--- config.mk ---
export PLATFORM = sky130hd
export DESIGN_NAME = jrq_back
export DESIGN_NICKNAME = d
export VERILOG_FILES = /design/src/sv/jrq_pkg.sv /design/src/sv/jrq_back.sv
export SDC_FILE = /design/constraint.sdc
export NUM_CORES = 1
export LEC_CHECK = 0
export ABC_CLOCK_PERIOD_IN_PS = 20200
export BUFFER_PORTS_ARGS = -buffer_cell sky130_fd_sc_hd__buf_2
export CORE_UTILIZATION = 35
export CTS_CLUSTER_SIZE = 10
export DETAILED_ROUTE_END_ITERATION = 16
export PLACE_DENSITY = 0.64
export REMOVE_ABC_BUFFERS = 1
export SETUP_SLACK_MARGIN = 0.02
export SKIP_LAST_GASP = 1
export SLEW_MARGIN = 10
export SYNTH_ARGS = -nofsm -noshare
export SYNTH_HDL_FRONTEND = slang
export SYNTH_SLANG_ARGS = --single-unit
--- constraint.sdc ---
create_clock -name clk -period 20.2 [get_ports clk]
set_clock_uncertainty 0.1 [all_clocks]
set_input_delay 2.02 -clock clk [delete_from_list [all_inputs] [get_ports clk]]
set_output_delay 2.02 -clock clk [all_outputs]
set_load 0.01 [all_outputs]
--- src/sv/jrq_pkg.sv ---
`timescale 1ns / 1ps
// ----------------------------------------------------------------------------
// jrq_pkg
// Shared constants, types and the candidate ratio table of the quantizer.
// ----------------------------------------------------------------------------
package jrq_pkg;

  localparam int FRACTION_BITS_DEF = 16;
  localparam int INTEGER_BITS_DEF  = 8;

  // Candidate table size and index width
  localparam int NUM_CAND = 24;
  localparam int CIW      = 5;

  // Output field widths
  localparam int EXP_OUT_W = 6;
  localparam int NUM_OUT_W = 14;
  localparam int DEN_OUT_W = 24;

  // Pipeline control that travels with each beat
  typedef struct packed {
    logic valid;
    logic zero;
  } ctl_t;

  // One candidate: octave offset, odd factor, denominator 3 and 5 flags
  typedef struct packed {
    logic signed [3:0] off;
    logic [3:0]        odd;
    logic              by3;
    logic              by5;
  } cand_t;

  function automatic cand_t cand_lookup(input logic [CIW-1:0] idx);
    cand_t c;
    unique case (idx)
      5'd0:    c = '{off:  4'sd0, odd: 4'd1,  by3: 1'b0, by5: 1'b0};
      5'd1:    c = '{off: -4'sd1, odd: 4'd3,  by3: 1'b0, by5: 1'b0};
      5'd2:    c = '{off:  4'sd2, odd: 4'd1,  by3: 1'b1, by5: 1'b0};
      5'd3:    c = '{off:  4'sd0, odd: 4'd5,  by3: 1'b1, by5: 1'b0};
      5'd4:    c = '{off: -4'sd2, odd: 4'd5,  by3: 1'b0, by5: 1'b0};
      5'd5:    c = '{off:  4'sd1, odd: 4'd3,  by3: 1'b0, by5: 1'b1};
      5'd6:    c = '{off:  4'sd3, odd: 4'd1,  by3: 1'b0, by5: 1'b1};
      5'd7:    c = '{off: -4'sd2, odd: 4'd7,  by3: 1'b0, by5: 1'b0};
      5'd8:    c = '{off:  4'sd0, odd: 4'd7,  by3: 1'b0, by5: 1'b1};
      5'd9:    c = '{off:  4'sd0, odd: 4'd9,  by3: 1'b0, by5: 1'b1};
      5'd10:   c = '{off: -4'sd1, odd: 4'd7,  by3: 1'b1, by5: 1'b0};
      5'd11:   c = '{off: -4'sd1, odd: 4'd11, by3: 1'b1, by5: 1'b0};
      5'd12:   c = '{off:  4'sd1, odd: 4'd1,  by3: 1'b0, by5: 1'b0};
      5'd13:   c = '{off:  4'sd0, odd: 4'd3,  by3: 1'b0, by5: 1'b1};
      5'd14:   c = '{off: -4'sd3, odd: 4'd5,  by3: 1'b0, by5: 1'b0};
      5'd15:   c = '{off:  4'sd1, odd: 4'd1,  by3: 1'b1, by5: 1'b0};
      5'd16:   c = '{off: -4'sd2, odd: 4'd3,  by3: 1'b0, by5: 1'b0};
      5'd17:   c = '{off:  4'sd2, odd: 4'd1,  by3: 1'b0, by5: 1'b1};
      5'd18:   c = '{off: -4'sd1, odd: 4'd5,  by3: 1'b1, by5: 1'b0};
      5'd19:   c = '{off: -4'sd4, odd: 4'd9,  by3: 1'b0, by5: 1'b0};
      5'd20:   c = '{off: -4'sd4, odd: 4'd11, by3: 1'b0, by5: 1'b0};
      5'd21:   c = '{off: -4'sd4, odd: 4'd13, by3: 1'b0, by5: 1'b0};
      5'd22:   c = '{off: -4'sd3, odd: 4'd7,  by3: 1'b0, by5: 1'b0};
      5'd23:   c = '{off: -4'sd4, odd: 4'd15, by3: 1'b0, by5: 1'b0};
      default: c = '{off:  4'sd0, odd: 4'd1,  by3: 1'b0, by5: 1'b0};
    endcase
    return c;
  endfunction

endpackage

--- src/sv/jrq_back.sv ---
`timescale 1ns / 1ps
`default_nettype none
// ----------------------------------------------------------------------------
// jrq_back
// Form the result fields of the chosen candidate and register them.
// ----------------------------------------------------------------------------
module jrq_back #(
  parameter int FRACTION_BITS = jrq_pkg::FRACTION_BITS_DEF,
  parameter int INTEGER_BITS  = jrq_pkg::INTEGER_BITS_DEF,
  localparam int TW = FRACTION_BITS + INTEGER_BITS,
  localparam int EW = $clog2(TW + 8) + 2,
  localparam int NW = jrq_pkg::NUM_OUT_W + 4,
  localparam int DW = FRACTION_BITS + 12
) (
  input  wire logic                             clk,
  input  wire logic                             rst,
  input  wire jrq_pkg::ctl_t                    ctl_in,
  input  wire logic signed [EW-1:0]             e_in,
  input  wire logic [jrq_pkg::CIW-1:0]          best_in,
  output logic                                  done,
  output logic                                  valid_res,
  output logic signed [jrq_pkg::EXP_OUT_W-1:0]  octave_exponent,
  output logic [3:0]                            odd_factor,
  output logic                                  divide_by_three,
  output logic                                  divide_by_five,
  output logic [jrq_pkg::NUM_OUT_W-1:0]         ratio_numerator,
  output logic [jrq_pkg::DEN_OUT_W-1:0]         ratio_denominator
);

  jrq_pkg::cand_t       c;
  logic signed [EW-1:0] bits;
  logic signed [EW-1:0] nbits;
  logic [NW-1:0]        num;
  logic [DW-1:0]        den;

  // Numerator and denominator from the exponent and factor flags
  always_comb begin
    c     = jrq_pkg::cand_lookup(best_in);
    bits  = e_in + EW'(c.off);
    nbits = -bits;
    num   = NW'(c.odd);
    den   = DW'(1);
    if (bits > 0) begin
      num = num << bits[EW-2:0];
    end
    if (bits < 0) begin
      den = den << nbits[EW-2:0];
    end
    if (c.by3) begin
      den = den * DW'(3);
    end
    if (c.by5) begin
      den = den * DW'(5);
    end
  end

  // Hold the result beat; zero target clears every field
  always_ff @(posedge clk) begin
    if (rst) begin
      done <= 1'b0;
    end else begin
      done <= ctl_in.valid;
    end
    if (ctl_in.zero) begin
      valid_res         <= 1'b0;
      octave_exponent   <= '0;
      odd_factor        <= '0;
      divide_by_three   <= 1'b0;
      divide_by_five    <= 1'b0;
      ratio_numerator   <= '0;
      ratio_denominator <= '0;
    end else begin
      valid_res         <= 1'b1;
      octave_exponent   <= bits[jrq_pkg::EXP_OUT_W-1:0];
      odd_factor        <= c.odd;
      divide_by_three   <= c.by3;
      divide_by_five    <= c.by5;
      ratio_numerator   <= num[jrq_pkg::NUM_OUT_W-1:0];
      ratio_denominator <= den[jrq_pkg::DEN_OUT_W-1:0];
    end
  end

endmodule
`default_nettype wire

==> results.py <==
metrics = {
    "outcome": {
        "run_status": "finished, final reports clean",
    },
    "routing": {
        "drt-total-wl_mm": 12.33,
        "dr.pass1.iters": 5,
        "wl_per_cell_um": 14.75,
        "vias": 4535,
        "remaining_drc_errors": 0,
        "drt_iter0_markers": 319,
        "vias_per_cell": 5.425,
        "drtAntennaViolNets": 0,
    },
    "placement": {
        "gp_congestion": 0.8839,
        "place_inst": 828,
        "io_buffers": 67,
        "dp_hpwl_mm": 9.229,
    },
    "worst_setup_path": {
        "critPathArrivalTime_ps": 9790,
        "path_class": "in2reg",
        "critPathSlowestCell": "or4_1",
        "crit_path_end_kind": "flip-flop",
        "crit_fanout": 14,
        "startpoint_type": "primary input",
        "cpMostUsedCell": "ha_1",
        "cp.required_ps": 20350,
        "max_stage_delay_ps": 510,
    },
    "clocking": {
        "cts-root-buf": "clkbuf_16",
        "clock_path_buffers": 2,
        "cts_setup_buffers": 0,
        "cts_buffers": 5,
        "post_cts_resize_count": 0,
        "clkTransAtPathRegs_ps": 70,
        "clkSinkCount": 52,
        "htree_num_levels": 2,
        "cts_hold_buf": 0,
        "cts_tree": "done",
    },
    "logic_synthesis": {
        "yosysWarnings": 0,
        "synthCells": 610,
        "synthArstFlopShare_pct": 0,
        "ys_ff_latch": 52,
        "netlist_area_mm2": 0.004679,
        "synthFlopType": "dfxtp_1",
        "ys_types": 76,
        "yosysSeqAreaShare_pct": 22.25,
        "postSynthAreaPerCell_um2": 7.671,
        "synth_edf_count": 0,
    },
    "timing": {
        "hold_viol_final": 0,
        "tns_ps": 0,
        "rsz0062_at_grt": "no",
        "period_share_pct": 47.72,
        "relSlewSlack_pct": 47.55,
        "setup_viol": 0,
        "fmax_ghz": 0.1037,
        "worstMarginPinSlew_ps": 786.7,
        "report.final.slew_viol_count": 0,
        "post-route-min-period_ps": 9640,
    },
    "floorplanning": {
        "rows": 41,
        "die_x_um": 117.6,
        "fp.dieH_um": 117.6,
        "core_area_mm2": 0.01282,
        "ios": 68,
        "start_util_pct": 36.49,
        "die_area_mm2": 0.01384,
    },
    "global_route": {
        "grt_start_max_net_pins": 41,
        "grt_antenna_before_repair": 0,
        "grt_pass1_wl_mm": 20.94,
        "grt_overflow": 0,
        "grtUsageTotal_pct": 18.33,
        "grt_pass1_vias": 4323,
    },
    "power_and_ir_drop": {
        "power_density_mw_per_mm2": 60.14,
        "p_leak_nw": 2.465,
        "ir_worst_vdd_mv": 0.03120,
    },
    "final_layout": {
        "fill_cells": 1371,
        "area_delta_synth_final_pct": 13.45,
        "diodes": 0,
        "finalNetCount": 734,
        "final_cells": 836,
        "drive_gt1_share_pct": 15.81,
    },
    "hold_path": {
        "min_path_type": "in2reg",
    },
    "flow_run": {
        "drv_cap": 0,
    },
}
## through the flow
stage               worst slack, ps  util (%)  instance area, um2  power, mW  hold WS [ps]
finish                        10560     41.40                5309     0.3193          1760
global placement              10600     40.22                5159     0.2294          2074
CTS                           10620     41.40                5309     0.3212          1752
floorplan                     11350         -                4586     0.1975          1985
detailed placement            10320     40.22                5159     0.2309          2078
global route                   9907     41.40                5309     0.3397          1761
## cell families (layout without fill, tap and decap cells)
group | Yosys count | in the layout | synth area share [%]
flip-flops | 52 | 52 | 22.25
AO/OA/AOI/OAI | 174 | 174 | 25.35
buffers and inverters | 55 | 106 | 4.492
AND/OR/NAND/NOR | 227 | 227 | 23.42
other | 1 | 4 | 0.08014
multiplexers | 15 | 15 | 3.422
adder cells (fa/ha/maj) | 55 | 55 | 15.19
XOR/XNOR | 31 | 31 | 5.802
## cells in the final DEF (no fill, tap or decap), types with 5 or more instances in the layout
cell type / netlist / routed
o21ai_0: 23 / 23
nor2_1: 88 / 88
nor3_1: 24 / 24
a21oi_1: 46 / 46
mux2i_1: 9 / 9
a21o_1: 10 / 10
or2_2: 6 / 6
nand2b_1: 14 / 14
xnor2_1: 17 / 17
a211oi_1: 10 / 10
dfxtp_1: 52 / 52
a31oi_1: 15 / 15
inv_1: 27 / 27
clkbuf_16: 0 / 5
nor2b_1: 6 / 6
and2_1: 7 / 7
o211ai_1: 11 / 11
ha_1: 52 / 52
mux2_2: 5 / 5
nand2_1: 43 / 43
nand3_1: 13 / 13
xor2_1: 14 / 14
o21a_1: 6 / 6
buf_2: 3 / 67
## synth_stat cells (4+ instances only)
| cell | instances | share of area (%) |
|---|---|---|
| a211o_1 | 4 | 0.75 |
| a211oi_1 | 10 | 1.6 |
| a21o_1 | 10 | 1.6 |
| a21oi_1 | 46 | 4.9 |
| a22oi_1 | 4 | 0.64 |
| a31oi_1 | 15 | 2.0 |
| and2_1 | 7 | 0.94 |
| clkbuf_1 | 21 | 1.7 |
| dfxtp_1 | 52 | 22 |
| ha_1 | 52 | 14 |
| inv_1 | 27 | 2.2 |
| mux2_2 | 5 | 1.2 |
| mux2i_1 | 9 | 1.9 |
| nand2_1 | 43 | 3.4 |
| nand2b_1 | 14 | 1.9 |
| nand3_1 | 13 | 1.4 |
| nor2_1 | 88 | 7.1 |
| nor2b_1 | 6 | 0.80 |
| nor3_1 | 24 | 2.6 |
| o2111ai_1 | 4 | 0.75 |
| o211ai_1 | 11 | 1.8 |
| o21a_1 | 6 | 0.96 |
| o21ai_0 | 23 | 2.5 |
| o22ai_1 | 4 | 0.53 |
| or2_2 | 6 | 0.80 |
| or4_1 | 4 | 0.64 |
| xnor2_1 | 17 | 3.2 |
| xor2_1 | 14 | 2.6 |
## state kept, by name, summed over array words and instances (netlist names)
name and count:
odd_factor 4, ratio_denominator 24, ratio_numerator 14, divide_by_three 1
valid_res 1, divide_by_five 1, done 1, octave_exponent 6
## layout make-up
cell class | count | area (um2) | share of cell area [%]
tap | 172 | 215.2 | 4.054
timing repair buffer | 70 | 357.8 | 6.741
multi-input combinational | 506 | 3440 | 64.79
clock inverter | 3 | 25.02 | 0.4714
sequential | 52 | 1041 | 19.61
clock buffer | 5 | 125.1 | 2.357
inverter | 28 | 105.1 | 1.980
## per-layer routing
metal	vias up	GRT usage [%]	part of all wire, %
met3	10	2.955	5.1
met4	0	6.410	1.1
met1	2108	24.55	48
li1	2309	-	-
met2	108	29.60	46
met5	-	0	0
## path summary, 6_finish.rpt
path | start | to | slack (ps) | cells past startpoint
min | rst | done$_SDFF_PP0_ | 1760 | 2
max | best_in[1] | ratio_denominator[23]$_SDFF_PP0_ | 10560 | 34
## power breakdown
part           total, mW  switching (mW)  internal [mW]
combinational      0.120          0.0789         0.0415
clock             0.0887          0.0418         0.0469
sequential         0.110         0.00141          0.109
total              0.319           0.122          0.197
## worst max-delay path: cells and delay by family
| kind | cells | cell delay (ps) |
|---|---|---|
| fa+ha+maj | 7 | 2150 |
| mux | 2 | 300 |
| buf+inv | 3 | 420 |
| simple gates | 11 | 2360 |
| compound gates | 11 | 2530 |
No activity file was read; power rests on OpenSTA's default activity.
