## config.mk

```make
export PLATFORM = sky130hd
export DESIGN_NAME = jrq_front
export DESIGN_NICKNAME = d
export VERILOG_FILES = /design/src/sv/jrq_pkg.sv /design/src/sv/jrq_ratio.sv /design/src/sv/jrq_front.sv
export SDC_FILE = /design/constraint.sdc
export NUM_CORES = 1
export LEC_CHECK = 0
export BUFFER_PORTS_ARGS = -buffer_cell sky130_fd_sc_hd__buf_2
export CAP_MARGIN = 20
export CORE_AREA = 3 3 282 284
export CTS_BUF_LIST = sky130_fd_sc_hd__clkbuf_16
export CTS_CLUSTER_DIAMETER = 40
export DETAILED_ROUTE_END_ITERATION = 16
export DIE_AREA = 0 0 285 287
export SYNTH_ARGS = -nofsm -noshare
export SYNTH_HDL_FRONTEND = slang
export SYNTH_HIERARCHICAL = 1
export SYNTH_SLANG_ARGS = --single-unit
```

## constraint.sdc

```tcl
create_clock -name clk -period 10.84 [get_ports clk]
set_clock_uncertainty 0.2 [all_clocks]
set_input_delay 1.084 -clock clk [delete_from_list [all_inputs] [get_ports clk]]
set_output_delay 1.084 -clock clk [all_outputs]
set_load 0.01 [all_outputs]
```

## src/sv/jrq_pkg.sv

```systemverilog
`timescale 1ns / 1ps
// ----------------------------------------------------------------------------
// jrq_pkg
// Shared constants, types and the candidate ratio table of the quantizer.
// ----------------------------------------------------------------------------
package jrq_pkg;

  localparam int FRACTION_BITS_DEF = 16;
  localparam int INTEGER_BITS_DEF  = 8;

  // Candidate table size and index width
  localparam int NUM_CAND = 24;
  localparam int CIW      = 5;

  // Output field widths
  localparam int EXP_OUT_W = 6;
  localparam int NUM_OUT_W = 14;
  localparam int DEN_OUT_W = 24;

  // Pipeline control that travels with each beat
  typedef struct packed {
    logic valid;
    logic zero;
  } ctl_t;

  // One candidate: octave offset, odd factor, denominator 3 and 5 flags
  typedef struct packed {
    logic signed [3:0] off;
    logic [3:0]        odd;
    logic              by3;
    logic              by5;
  } cand_t;

  function automatic cand_t cand_lookup(input logic [CIW-1:0] idx);
    cand_t c;
    unique case (idx)
      5'd0:    c = '{off:  4'sd0, odd: 4'd1,  by3: 1'b0, by5: 1'b0};
      5'd1:    c = '{off: -4'sd1, odd: 4'd3,  by3: 1'b0, by5: 1'b0};
      5'd2:    c = '{off:  4'sd2, odd: 4'd1,  by3: 1'b1, by5: 1'b0};
      5'd3:    c = '{off:  4'sd0, odd: 4'd5,  by3: 1'b1, by5: 1'b0};
      5'd4:    c = '{off: -4'sd2, odd: 4'd5,  by3: 1'b0, by5: 1'b0};
      5'd5:    c = '{off:  4'sd1, odd: 4'd3,  by3: 1'b0, by5: 1'b1};
      5'd6:    c = '{off:  4'sd3, odd: 4'd1,  by3: 1'b0, by5: 1'b1};
      5'd7:    c = '{off: -4'sd2, odd: 4'd7,  by3: 1'b0, by5: 1'b0};
      5'd8:    c = '{off:  4'sd0, odd: 4'd7,  by3: 1'b0, by5: 1'b1};
      5'd9:    c = '{off:  4'sd0, odd: 4'd9,  by3: 1'b0, by5: 1'b1};
      5'd10:   c = '{off: -4'sd1, odd: 4'd7,  by3: 1'b1, by5: 1'b0};
      5'd11:   c = '{off: -4'sd1, odd: 4'd11, by3: 1'b1, by5: 1'b0};
      5'd12:   c = '{off:  4'sd1, odd: 4'd1,  by3: 1'b0, by5: 1'b0};
      5'd13:   c = '{off:  4'sd0, odd: 4'd3,  by3: 1'b0, by5: 1'b1};
      5'd14:   c = '{off: -4'sd3, odd: 4'd5,  by3: 1'b0, by5: 1'b0};
      5'd15:   c = '{off:  4'sd1, odd: 4'd1,  by3: 1'b1, by5: 1'b0};
      5'd16:   c = '{off: -4'sd2, odd: 4'd3,  by3: 1'b0, by5: 1'b0};
      5'd17:   c = '{off:  4'sd2, odd: 4'd1,  by3: 1'b0, by5: 1'b1};
      5'd18:   c = '{off: -4'sd1, odd: 4'd5,  by3: 1'b1, by5: 1'b0};
      5'd19:   c = '{off: -4'sd4, odd: 4'd9,  by3: 1'b0, by5: 1'b0};
      5'd20:   c = '{off: -4'sd4, odd: 4'd11, by3: 1'b0, by5: 1'b0};
      5'd21:   c = '{off: -4'sd4, odd: 4'd13, by3: 1'b0, by5: 1'b0};
      5'd22:   c = '{off: -4'sd3, odd: 4'd7,  by3: 1'b0, by5: 1'b0};
      5'd23:   c = '{off: -4'sd4, odd: 4'd15, by3: 1'b0, by5: 1'b0};
      default: c = '{off:  4'sd0, odd: 4'd1,  by3: 1'b0, by5: 1'b0};
    endcase
    return c;
  endfunction

endpackage

```

## src/sv/jrq_ratio.sv

```systemverilog
`timescale 1ns / 1ps
`default_nettype none
// ----------------------------------------------------------------------------
// jrq_ratio
// Error ratio max/min of one candidate against the target, as a >= b.
// ----------------------------------------------------------------------------
module jrq_ratio #(
  parameter int FRACTION_BITS = jrq_pkg::FRACTION_BITS_DEF,
  parameter int INTEGER_BITS  = jrq_pkg::INTEGER_BITS_DEF,
  localparam int TW = FRACTION_BITS + INTEGER_BITS,
  localparam int VW = TW + 8,
  localparam int EW = $clog2(TW + 8) + 2
) (
  input  wire logic [TW-1:0]               t,
  input  wire logic signed [EW-1:0]        e,
  input  wire logic [jrq_pkg::CIW-1:0]     idx,
  output logic [VW-1:0]                    a,
  output logic [VW-1:0]                    b
);

  jrq_pkg::cand_t    c;
  logic signed [EW-1:0] k;
  logic signed [EW-1:0] kn;
  logic [3:0]        d35;
  logic [VW-1:0]     num;
  logic [VW-1:0]     den;

  // Scale candidate and target to a common fixed point, then order them
  always_comb begin
    c   = jrq_pkg::cand_lookup(idx);
    k   = e + EW'(c.off) + EW'(FRACTION_BITS);
    kn  = -k;
    d35 = (c.by3 ? 4'd3 : 4'd1) * (c.by5 ? 4'd5 : 4'd1);
    num = VW'(c.odd);
    den = VW'(t) * VW'(d35);
    if (k > 0) begin
      num = num << k[EW-2:0];
    end
    if (k < 0) begin
      den = den << kn[EW-2:0];
    end
    if (num >= den) begin
      a = num;
      b = den;
    end else begin
      a = den;
      b = num;
    end
  end

endmodule
`default_nettype wire

```

## src/sv/jrq_front.sv

```systemverilog
`timescale 1ns / 1ps
`default_nettype none
// ----------------------------------------------------------------------------
// jrq_front
// Octave estimate of the target and error ratios of the first two candidates.
// ----------------------------------------------------------------------------
module jrq_front #(
  parameter int FRACTION_BITS = jrq_pkg::FRACTION_BITS_DEF,
  parameter int INTEGER_BITS  = jrq_pkg::INTEGER_BITS_DEF,
  localparam int TW = FRACTION_BITS + INTEGER_BITS,
  localparam int VW = TW + 8,
  localparam int EW = $clog2(TW + 8) + 2
) (
  input  wire logic                 clk,
  input  wire logic                 rst,
  input  wire logic                 in_valid,
  input  wire logic [TW-1:0]        target,
  output jrq_pkg::ctl_t             ctl,
  output logic [TW-1:0]             t,
  output logic signed [EW-1:0]      e,
  output logic [VW-1:0]             ba,
  output logic [VW-1:0]             bb,
  output logic [VW-1:0]             ca,
  output logic [VW-1:0]             cb
);

  jrq_pkg::ctl_t        ctl1;
  logic [TW-1:0]        t1;
  logic signed [EW-1:0] e1;
  logic signed [EW-1:0] e_next;
  logic [VW-1:0]        a0, b0, a1, b1;

  // Leading one position, with truncation toward zero below one
  always_comb begin
    e_next = '0;
    for (int i = 0; i < TW; i++) begin
      if (target[i]) begin
        e_next = EW'(i);
      end
    end
    e_next = e_next - EW'(FRACTION_BITS);
    if ((target[TW-1:FRACTION_BITS] == '0) && ((target & (target - 1'b1)) != '0)) begin
      e_next = e_next + EW'(1);
    end
  end

  // Stage one: octave
  always_ff @(posedge clk) begin
    if (rst) begin
      ctl1 <= '0;
    end else begin
      ctl1.valid <= in_valid;
      ctl1.zero  <= (target == '0);
    end
    t1 <= target;
    e1 <= e_next;
  end

  jrq_ratio #(.FRACTION_BITS(FRACTION_BITS), .INTEGER_BITS(INTEGER_BITS)) u_r0 (
    .t(t1), .e(e1), .idx(jrq_pkg::CIW'(0)), .a(a0), .b(b0)
  );

  jrq_ratio #(.FRACTION_BITS(FRACTION_BITS), .INTEGER_BITS(INTEGER_BITS)) u_r1 (
    .t(t1), .e(e1), .idx(jrq_pkg::CIW'(1)), .a(a1), .b(b1)
  );

  // Stage two: seed the winner with the first candidate
  always_ff @(posedge clk) begin
    if (rst) begin
      ctl <= '0;
    end else begin
      ctl <= ctl1;
    end
    t  <= t1;
    e  <= e1;
    ba <= a0;
    bb <= b0;
    ca <= a1;
    cb <= b1;
  end

endmodule
`default_nettype wire

```

==> results of run 1 <==
-- kinds of logic after synthesis --
| kind of cell | share of synthesized area [%] |
|---|---|
| simple gates | 22.0 |
| buf+inv | 8.10 |
| flops | 17.4 |
| compound gates | 26.8 |
| other cells | 0.0337 |
| mux | 5.90 |
| xor+xnor | 2.36 |
| fa+ha+maj | 17.4 |
-- through the flow --
| step | util [%] | total power, mW |
|---|---|---|
| floorplan | - | 3.49 |
| global placement | 31.6 | 4.49 |
| detailed placement | 31.6 | 4.49 |
| CTS | 32.4 | 5.22 |
| global route | 32.4 | 5.69 |
| finish | 32.4 | 5.31 |
-- power breakdown --
| group | internal, mW | switching [mW] | total (mW) | leakage, nW |
|---|---|---|---|---|
| Clock | 0.319 | 0.382 | 0.702 | 0.303 |
| Combinational | 1.25 | 2.38 | 3.63 | 9.38 |
| Sequential | 0.915 | 0.0609 | 0.976 | 1.61 |
-- cells in the final DEF, fill, tap and decap left out, drive strengths merged, types with 20 or more instances in the layout --
| master | instances |
|---|---|
| nand3 | 66 |
| mux2i | 76 |
| fa | 90 |
| mux2 | 29 |
| nand2b | 39 |
| nor4 | 26 |
| nor3 | 143 |
| nor2 | 295 |
| a22oi | 21 |
| o21ai | 147 |
| and2 | 21 |
| nand4 | 42 |
| a21oi | 190 |
| nand2 | 230 |
| dfxtp | 194 |
| ha | 165 |
| and3 | 20 |
| buf | 219 |
| a31oi | 44 |
| conb | 66 |
| o21a | 26 |
| o31ai | 38 |
| xnor2 | 34 |
| a21o | 57 |
| or2 | 27 |
| inv | 306 |
| or3 | 27 |
| nor2b | 30 |
| a211oi | 57 |
| o211ai | 38 |
-- worst max path at each step --
stage / startpoint / endpoint / slack [ns] / depth (start not counted)
floorplan: e1[0] / cb[28] / 4.79 / 26
global placement: e1[0] / cb[2] / 3.16 / 20
detailed placement: e1[0] / cb[2] / 3.04 / 20
CTS: e1[0] / ca[7] / 2.99 / 20
global route: e1[0] / cb[2] / 2.33 / 20
finish: e1[0] / cb[0] / 2.80 / 20
-- cell type report --
cell class              instances  area (sq um)
fillers                      8353         52300
clock inverters                15           201
repair buffers                219          1180
flip-flops and latches        194          3880
well taps                    1040          1300
multi-input cells            2342         16900
inverters                     300          1130
clock buffers                  17           425
diodes                          2          5.00
-- metal layers --
layer  vias to the layer above  wire length [um]  GRT usage [%]
met1                     10900             35700           25.8
li1                      10800                 -              -
met3                        99              4710           2.52
met2                       823             35900           30.4
met4                         4              1620           4.86
met5                         -                27              0
-- registers in the layout, summed over array words and instances, names as in the netlist --
| register | count |
|---|---|
| t1 | 24 |
| ctl | 2 |
| bb | 32 |
| cb | 32 |
| e1 | 7 |
| t | 24 |
| ctl1 | 2 |
| e | 7 |
| ca | 32 |
| ba | 32 |
==> results, run 1 <==
- The flow ran to the end, and the final reports show no timing, DRC or antenna violations.
- The count of input and output buffers is around 190.
- The worst-case reg-to-reg path depth is 20.
- The placeable core region is 77,300 sq um.
- The area growth from synthesis to layout is 12.2%.
- The final number of max-transition violations is 0.
- The residual overflow from global routing is 0.
- The post-cts repair resize count is 0.
- For this design, the sink count on the clock tree is ~190.
- A synthesized cell averages 7.61 sq um.
- The detailed-route wire length is approximately 78,000 um.
- The slew of the pin with the lowest slew margin is around 1.2 ns.
- Summed over all instances, the cell type with the most area after synthesis is sky130_fd_sc_hd__dfxtp_1.
- The end point of the worst hold path is e[0].
- Setup violations remaining at the end of the flow were counted as 0.
- The first global-routing pass estimated about 120,000 um of wire.
- The die boundary height is around 290 um.
- The insertion delay to the later sink of the worst-skew pair is around 0.52 ns.
- The number of nets with antenna violations after detailed routing is 0.
- Pin placement for this block handled approximately 190 I/O pins.
- Adding up every negative setup slack in the final design gives 0 ns.
- The number of synthesis warnings is 6.
- The count of cell types in the netlist is approximately 120.
- The hold buffer count at cts is 0.
- The required time of the critical path is 11.06 ns.
- The critical register-to-register path endpoint is cb[0].
- In this run the horizontal extent of the chip is approximately 290 um.
- The number of setup buffers added after CTS is 0.
- STA puts the critical path data arrival time at roughly 8.3 ns.
- The worst hold path was traced through 0 stages.
- The final cell count without fillers is slightly above 4k.
- Final hold analysis gives a worst-case slack of 0.195 ns.
- The path class of the tightest hold or removal check is reg2reg.
- The path type of the worst setup path is reg2reg.
- Across all layers, the routed design uses 22.6k vias.
- The root buffer cell is sky130_fd_sc_hd__clkbuf_16.
- The highest clock rate is between 100 and 150 MHz.
- The share of layout cells above drive strength 1 is 12.6%.
- In the synthesized netlist, the cells that appear most often are sky130_fd_sc_hd__inv_1, sky130_fd_sc_hd__nor2_1, sky130_fd_sc_hd__nand2_1.
- The headroom to the max-slew limit is 16.8%.
- After detailed routing, the average wire length per cell comes to around 19 um.
- The startpoint of the tightest hold check path is e1[0].
- No sink is reached through more buffers than the 2 on the longest clock path.
- The signal on the critical path passes through ha_1 -> buf_4 -> inv_1 -> ha_1 -> buf_4 -> inv_1 -> nand4_1 -> a21boi_0 -> o311ai_0 -> o21ai_0 -> a211o_1 -> or2_1 -> ha_1 -> nand3_1 -> nor3_1 -> nand4_1 -> or2_2 -> o21ai_4 -> buf_4 -> mux2i_1.
- Buffers inserted during clock tree synthesis total 17.
- Row generation in the floorplan step produced ~100 rows.
- Global routing used 18.6% of the available tracks.
- Along the worst path, the maximum fanout reaches 43.
- In the routed design, unresolved DRC markers number 0.
- The kind of capture point of the worst setup path is a flop.
- The final hold violation count is 0.
- For this run, the slowest stage of the critical path takes between 1 and 1.5 ns.
- The launch instance of the worst register-to-register path is e1[0].
- Across the VDD grid, the largest voltage drop is ~0.00012 V.
- After detailed placement, the total cell area comes to roughly 24,000 sq um.
- The routed design could run at a clock period as short as approximately 8 ns.
- The register area share after synthesis is 17.4%.
- The floorplan step defined a die boundary enclosing 81,800 sq um.
- The first TritonRoute pass finished after 6 iterations.
- The area of the mapped netlist is ~22,000 sq um.
- The cell type of the slowest stage on the worst timing path is sky130_fd_sc_hd__o311ai_0.
- The synthesized design contains 0 enable-type register cells.
- The total power divided by cell area is 212 nW/um^2.
- By instance count, the leading cell after synthesis is sky130_fd_sc_hd__inv_1.
- The H-tree was split into 4 levels.
- The count of buffering cells on the critical path with inverters included is 5.
- The routability congestion estimate from global placement is between 0.9 and 1.
- The final layout net count is 3,356.
- After legalization and detailed placement, the total HPWL measured roughly 62,000 um.
- The primary flip-flop cell chosen by synthesis mapping is sky130_fd_sc_hd__dfxtp_1.
- Synthesis produced 2,931 cells.
- For this configuration, the core starts out at a cell density of 28.9%.
- The number of register bits inferred by synthesis is around 190.
- The final design instance area without fill is approximately 25,000 sq um.
- The TritonCTS clock tree is done.
- The setup slack of the critical path after layout is 2.80 ns.
- Setup repair after global routing left no endpoint under its margin.
- The worst setup path is launched from a flop.
- The share of flip-flops with an asynchronous set or reset is 0%.
- Across the run, the number of max-cap violations was 0.
- The period utilization is roughly three quarters.
- Clock-pin slew was measured on the worst setup and hold paths at ~0.090 ns.
- The number of placed instances, taps included, is roughly 4.1k.
- On the critical path the largest part of the delay comes from compound AO/OA/AOI/OAI gates.
- The via count of the first global-routing pass is 21.0k.
- The number of antenna violations at the first check in global routing is 8.
- The area share of the largest cell type after synthesis is between 10% and 20%.
- Entering global routing, the biggest net connects between 50 and 60 pins.
- After synthesis, the cell types taking the most area are sky130_fd_sc_hd__dfxtp_1, sky130_fd_sc_hd__ha_1, sky130_fd_sc_hd__fa_1, sky130_fd_sc_hd__inv_1, sky130_fd_sc_hd__nor2_1.
- The static leakage is ~11 nW.
- The worst slack at placement is 3.04 ns.
- For flop-to-flop paths, the worst setup slack is roughly 2.8 ns.
- The DRC violation total after the first TritonRoute iteration is about 2.3k.
- The per-cell via count in the routed design is about 5.5.
No activity file was read; power rests on OpenSTA's default activity.
==> run 2: changes to the inputs <==
clock period = 6.7 ns   (was 10.84 ns; I/O delays follow)
==> run 2 against run 1 <==
  * Combinational power up 70%
  * Core utilization up 0.75 points
  * Cell area up 2.3%
  * Register-to-register slack worse by 2.4 ns
  * Fmax up 27%
  * Sequential power up 62%
  * Critical path depth up 6
  * Critical path type unchanged
  * Critical endpoint is now bb[24]
  * Largest cell class unchanged
  * Highest routed layer unchanged
==> results, run 2 (synthesized netlist as in run 1, its figures left out) <==
- The highest net fanout along the worst path is 45 (+4.7%).
- The top cell types in the final layout, fill and taps aside, are sky130_fd_sc_hd__inv_1, sky130_fd_sc_hd__nor2_1, sky130_fd_sc_hd__nand2_1, sky130_fd_sc_hd__dfxtp_1, sky130_fd_sc_hd__buf_2.
- Grouping stages by cell kind, the critical path spends the most delay in compound AO/OA/AOI/OAI gates.
- The maximum number of buffers from clock root to sink is 2 (unchanged).
- The number of post-CTS setup repair buffers is 0 (unchanged).
- The count of buffering cells on the critical path with inverters included came to 5 (unchanged).
- The die boundary height was 287 um (unchanged).
- The required time of the critical path was 6.88 ns (-4.18 ns).
- The fraction of met3 tracks used by global routing is 3.01% (+0.48 points).
- The number of antenna violations at the first check in global routing is 6 (-2).
- The number of buffers created by CTS is 17 (unchanged).
- The placeable core region was 77,300 sq um (unchanged).
- The final cell count without fillers was 4,198 (+1.7%).
- The half-perimeter wire length after detailed placement is 63,600 um (+3.0%).
- The peak ir drop on the vdd network came to 0.000271 V (+130%).
- The DRC violation count after routing is 0 (unchanged).
- The insertion delay to the later sink of the worst-skew pair is 0.51 ns (about the same).
- The static leakage is 11.6 nW (+3.0%).
- The final hold violation count is 0 (unchanged).
- The period utilization is 94.6% (+20 points).
- The count of endpoints failing setup in the final report came to 0 (unchanged).
- The highest clock rate is 158 MHz (+27%).
- The number of iterations in the first detailed-routing pass is 6 (unchanged).
- The via count came to 22.8k (+0.49%).
- The H-tree depth reported by CTS came to 4 (unchanged).
- The via count of the first global-routing pass is 21.2k (+1.0%).
- The headroom to the max-slew limit came to 35.6% (+19 points).
- The minimum setup slack among reg-to-reg paths is 0.36 ns (-2.44 ns).
- The routed wire length per instance is 18.8 um (-0.30%).
- The final design instance area without fill is 25,600 sq um (+2.3%).
- The post-route worst hold slack is 0.114 ns (-0.0813 ns).
- The total power divided by cell area is 348 nW/um^2 (+64%).
- The peak per-stage delay on the critical path was 0.47 ns (-0.56 ns).
- The most common cell after layout, fill and taps aside is sky130_fd_sc_hd__inv_1.
- By startpoint and endpoint, the worst setup path is classified as reg2reg.
- The fill cell total of the finished layout is 8,407 (+0.65%).
- The largest net degree at the start of global routing is 53 (+1.9%).
- The max-capacitance violation count is 0 (unchanged).
- The cell type of the slowest stage on the worst timing path is sky130_fd_sc_hd__a311oi_1.
- The slew of the pin with the lowest slew margin was 0.951 ns (-0.281 ns).
- The hold buffer count at cts came to 0 (unchanged).
- The class of the tightest hold or removal check is in2reg.
- The detailed-route wire length is 79,100 um (+1.4%).
- The share of layout cells above drive strength 1 is 14.6% (+2.0 points).
- The worst setup path is launched from a flop.
- The post-cts repair resize count is 0 (unchanged).
- The global-route wire length before repair is 123,000 um (+1.0%).
- The residual overflow from global routing is 0 (unchanged).
- The layer flagged by global routing as most heavily used is met2.
- The met1 track utilization from global routing is 26.0% (+0.17 points).
- The worst slack at placement is 0.228 ns (-2.81 ns).
- The count of input and output buffers came to 187 (unchanged).
- The final layout net count came to 3,426 (+2.1%).
- The worst endpoint data arrival time was 6.51 ns (-1.75 ns).
- The routability congestion estimate from global placement is 0.968 (about the same).
- The time the worst path needs with I/O delays and setup is 6.34 ns (-1.70 ns).
- The per-cell via count in the routed design is 5.42 (-1.2%).
- From synthesis to final layout, the design area changed by 14.8%.
- Among the stages of the critical path, the cell type that occurs most often is sky130_fd_sc_hd__ha_1.
- The placement row count is 102 (unchanged).
- The TritonCTS clock tree is done.
- The kind of capture point of the worst setup path is a flop.
- The final number of max-transition violations is 0 (unchanged).
- The number of nets with antenna violations after detailed routing came to 0 (unchanged).
- The met2 track utilization from global routing is 30.9% (+0.49 points).
- The initial standard-cell utilization of the core is 28.9% (unchanged).
- The number of placed cells counting well taps was 4,165 (+1.7%).
- The x dimension of the die was 285 um (unchanged).
- The DRC violation total after the first TritonRoute iteration is 2,296 (-0.26%).
- The standard cell area after detailed placement is 25,000 sq um (+2.3%).
- The die outline area is 81,800 sq um (unchanged).
- The number of clock sinks is 194 (unchanged).
- The clock transition at the registers of the reported paths is 0.08 ns (about the same).
- The tree is rooted in a sky130_fd_sc_hd__clkbuf_16.
- The setup slack of the critical path after layout is 0.365 ns (-2.44 ns).
- The run finished with clean final reports.
- The number of top-level pins is 188 (unchanged).
- The combined global-route utilization of all metal layers is 18.9% (+0.25 points).
-- run 2: cell types whose count changed in the layout (fill, tap and decap cells not counted), moves of 2 or more --
cell,previous run,this run
sky130_fd_sc_hd__xnor2_1,26,28
sky130_fd_sc_hd__inv_6,2,5
sky130_fd_sc_hd__buf_4,32,97
sky130_fd_sc_hd__xnor2_2,7,5
sky130_fd_sc_hd__clkinv_8,6,0
sky130_fd_sc_hd__buf_12,0,5
sky130_fd_sc_hd__clkinvlp_4,0,2
sky130_fd_sc_hd__bufinv_16,0,3
sky130_fd_sc_hd__inv_12,2,0
-- run 2: worst paths after layout --
path | cells after the start | endpoint | startpoint
worst max-delay path | 26 | bb[24] | e1[1]
worst min-delay path | 1 | t1[0] | target[0]
worst max register to register | 26 | bb[24] | e1[1]
worst min register to register | 0 | t[18] | t1[18]
-- run 2: layout make-up --
type	instances	area, sq um	share of cell area [%]
diodes	2	5.00	0.0195
repair buffers	289	1760	6.89
inverters	300	1130	4.41
multi-input cells	2342	16900	66.0
well taps	1040	1300	5.08
flip-flops and latches	194	3880	15.2
clock inverters	14	189	0.737
clock buffers	17	425	1.66
-- run 2: per-layer routing --
layer | share of wire, % | wire length [um]
met2 | 46 | 36100
met5 | 0.034 | 27
met1 | 46 | 36000
met4 | 1.9 | 1490
met3 | 6.9 | 5470
-- run 2: stage by stage --
| stage | utilization [%] | power [mW] | setup TNS, ns |
|---|---|---|---|
| detailed placement | 32.3 | 7.54 | 0 |
| floorplan | - | 5.64 | 0 |
| CTS | 33.1 | 8.76 | 0 |
| finish | 33.1 | 8.92 | 0 |
| global route | 33.1 | 9.55 | -0.00266 |
| global placement | 32.3 | 7.55 | 0 |
-- run 2: power by group --
group          switching (mW)  total, mW  internal (mW)
Sequential             0.0951       1.58           1.48
Combinational            3.92       6.17           2.25
Clock                   0.571       1.17          0.600
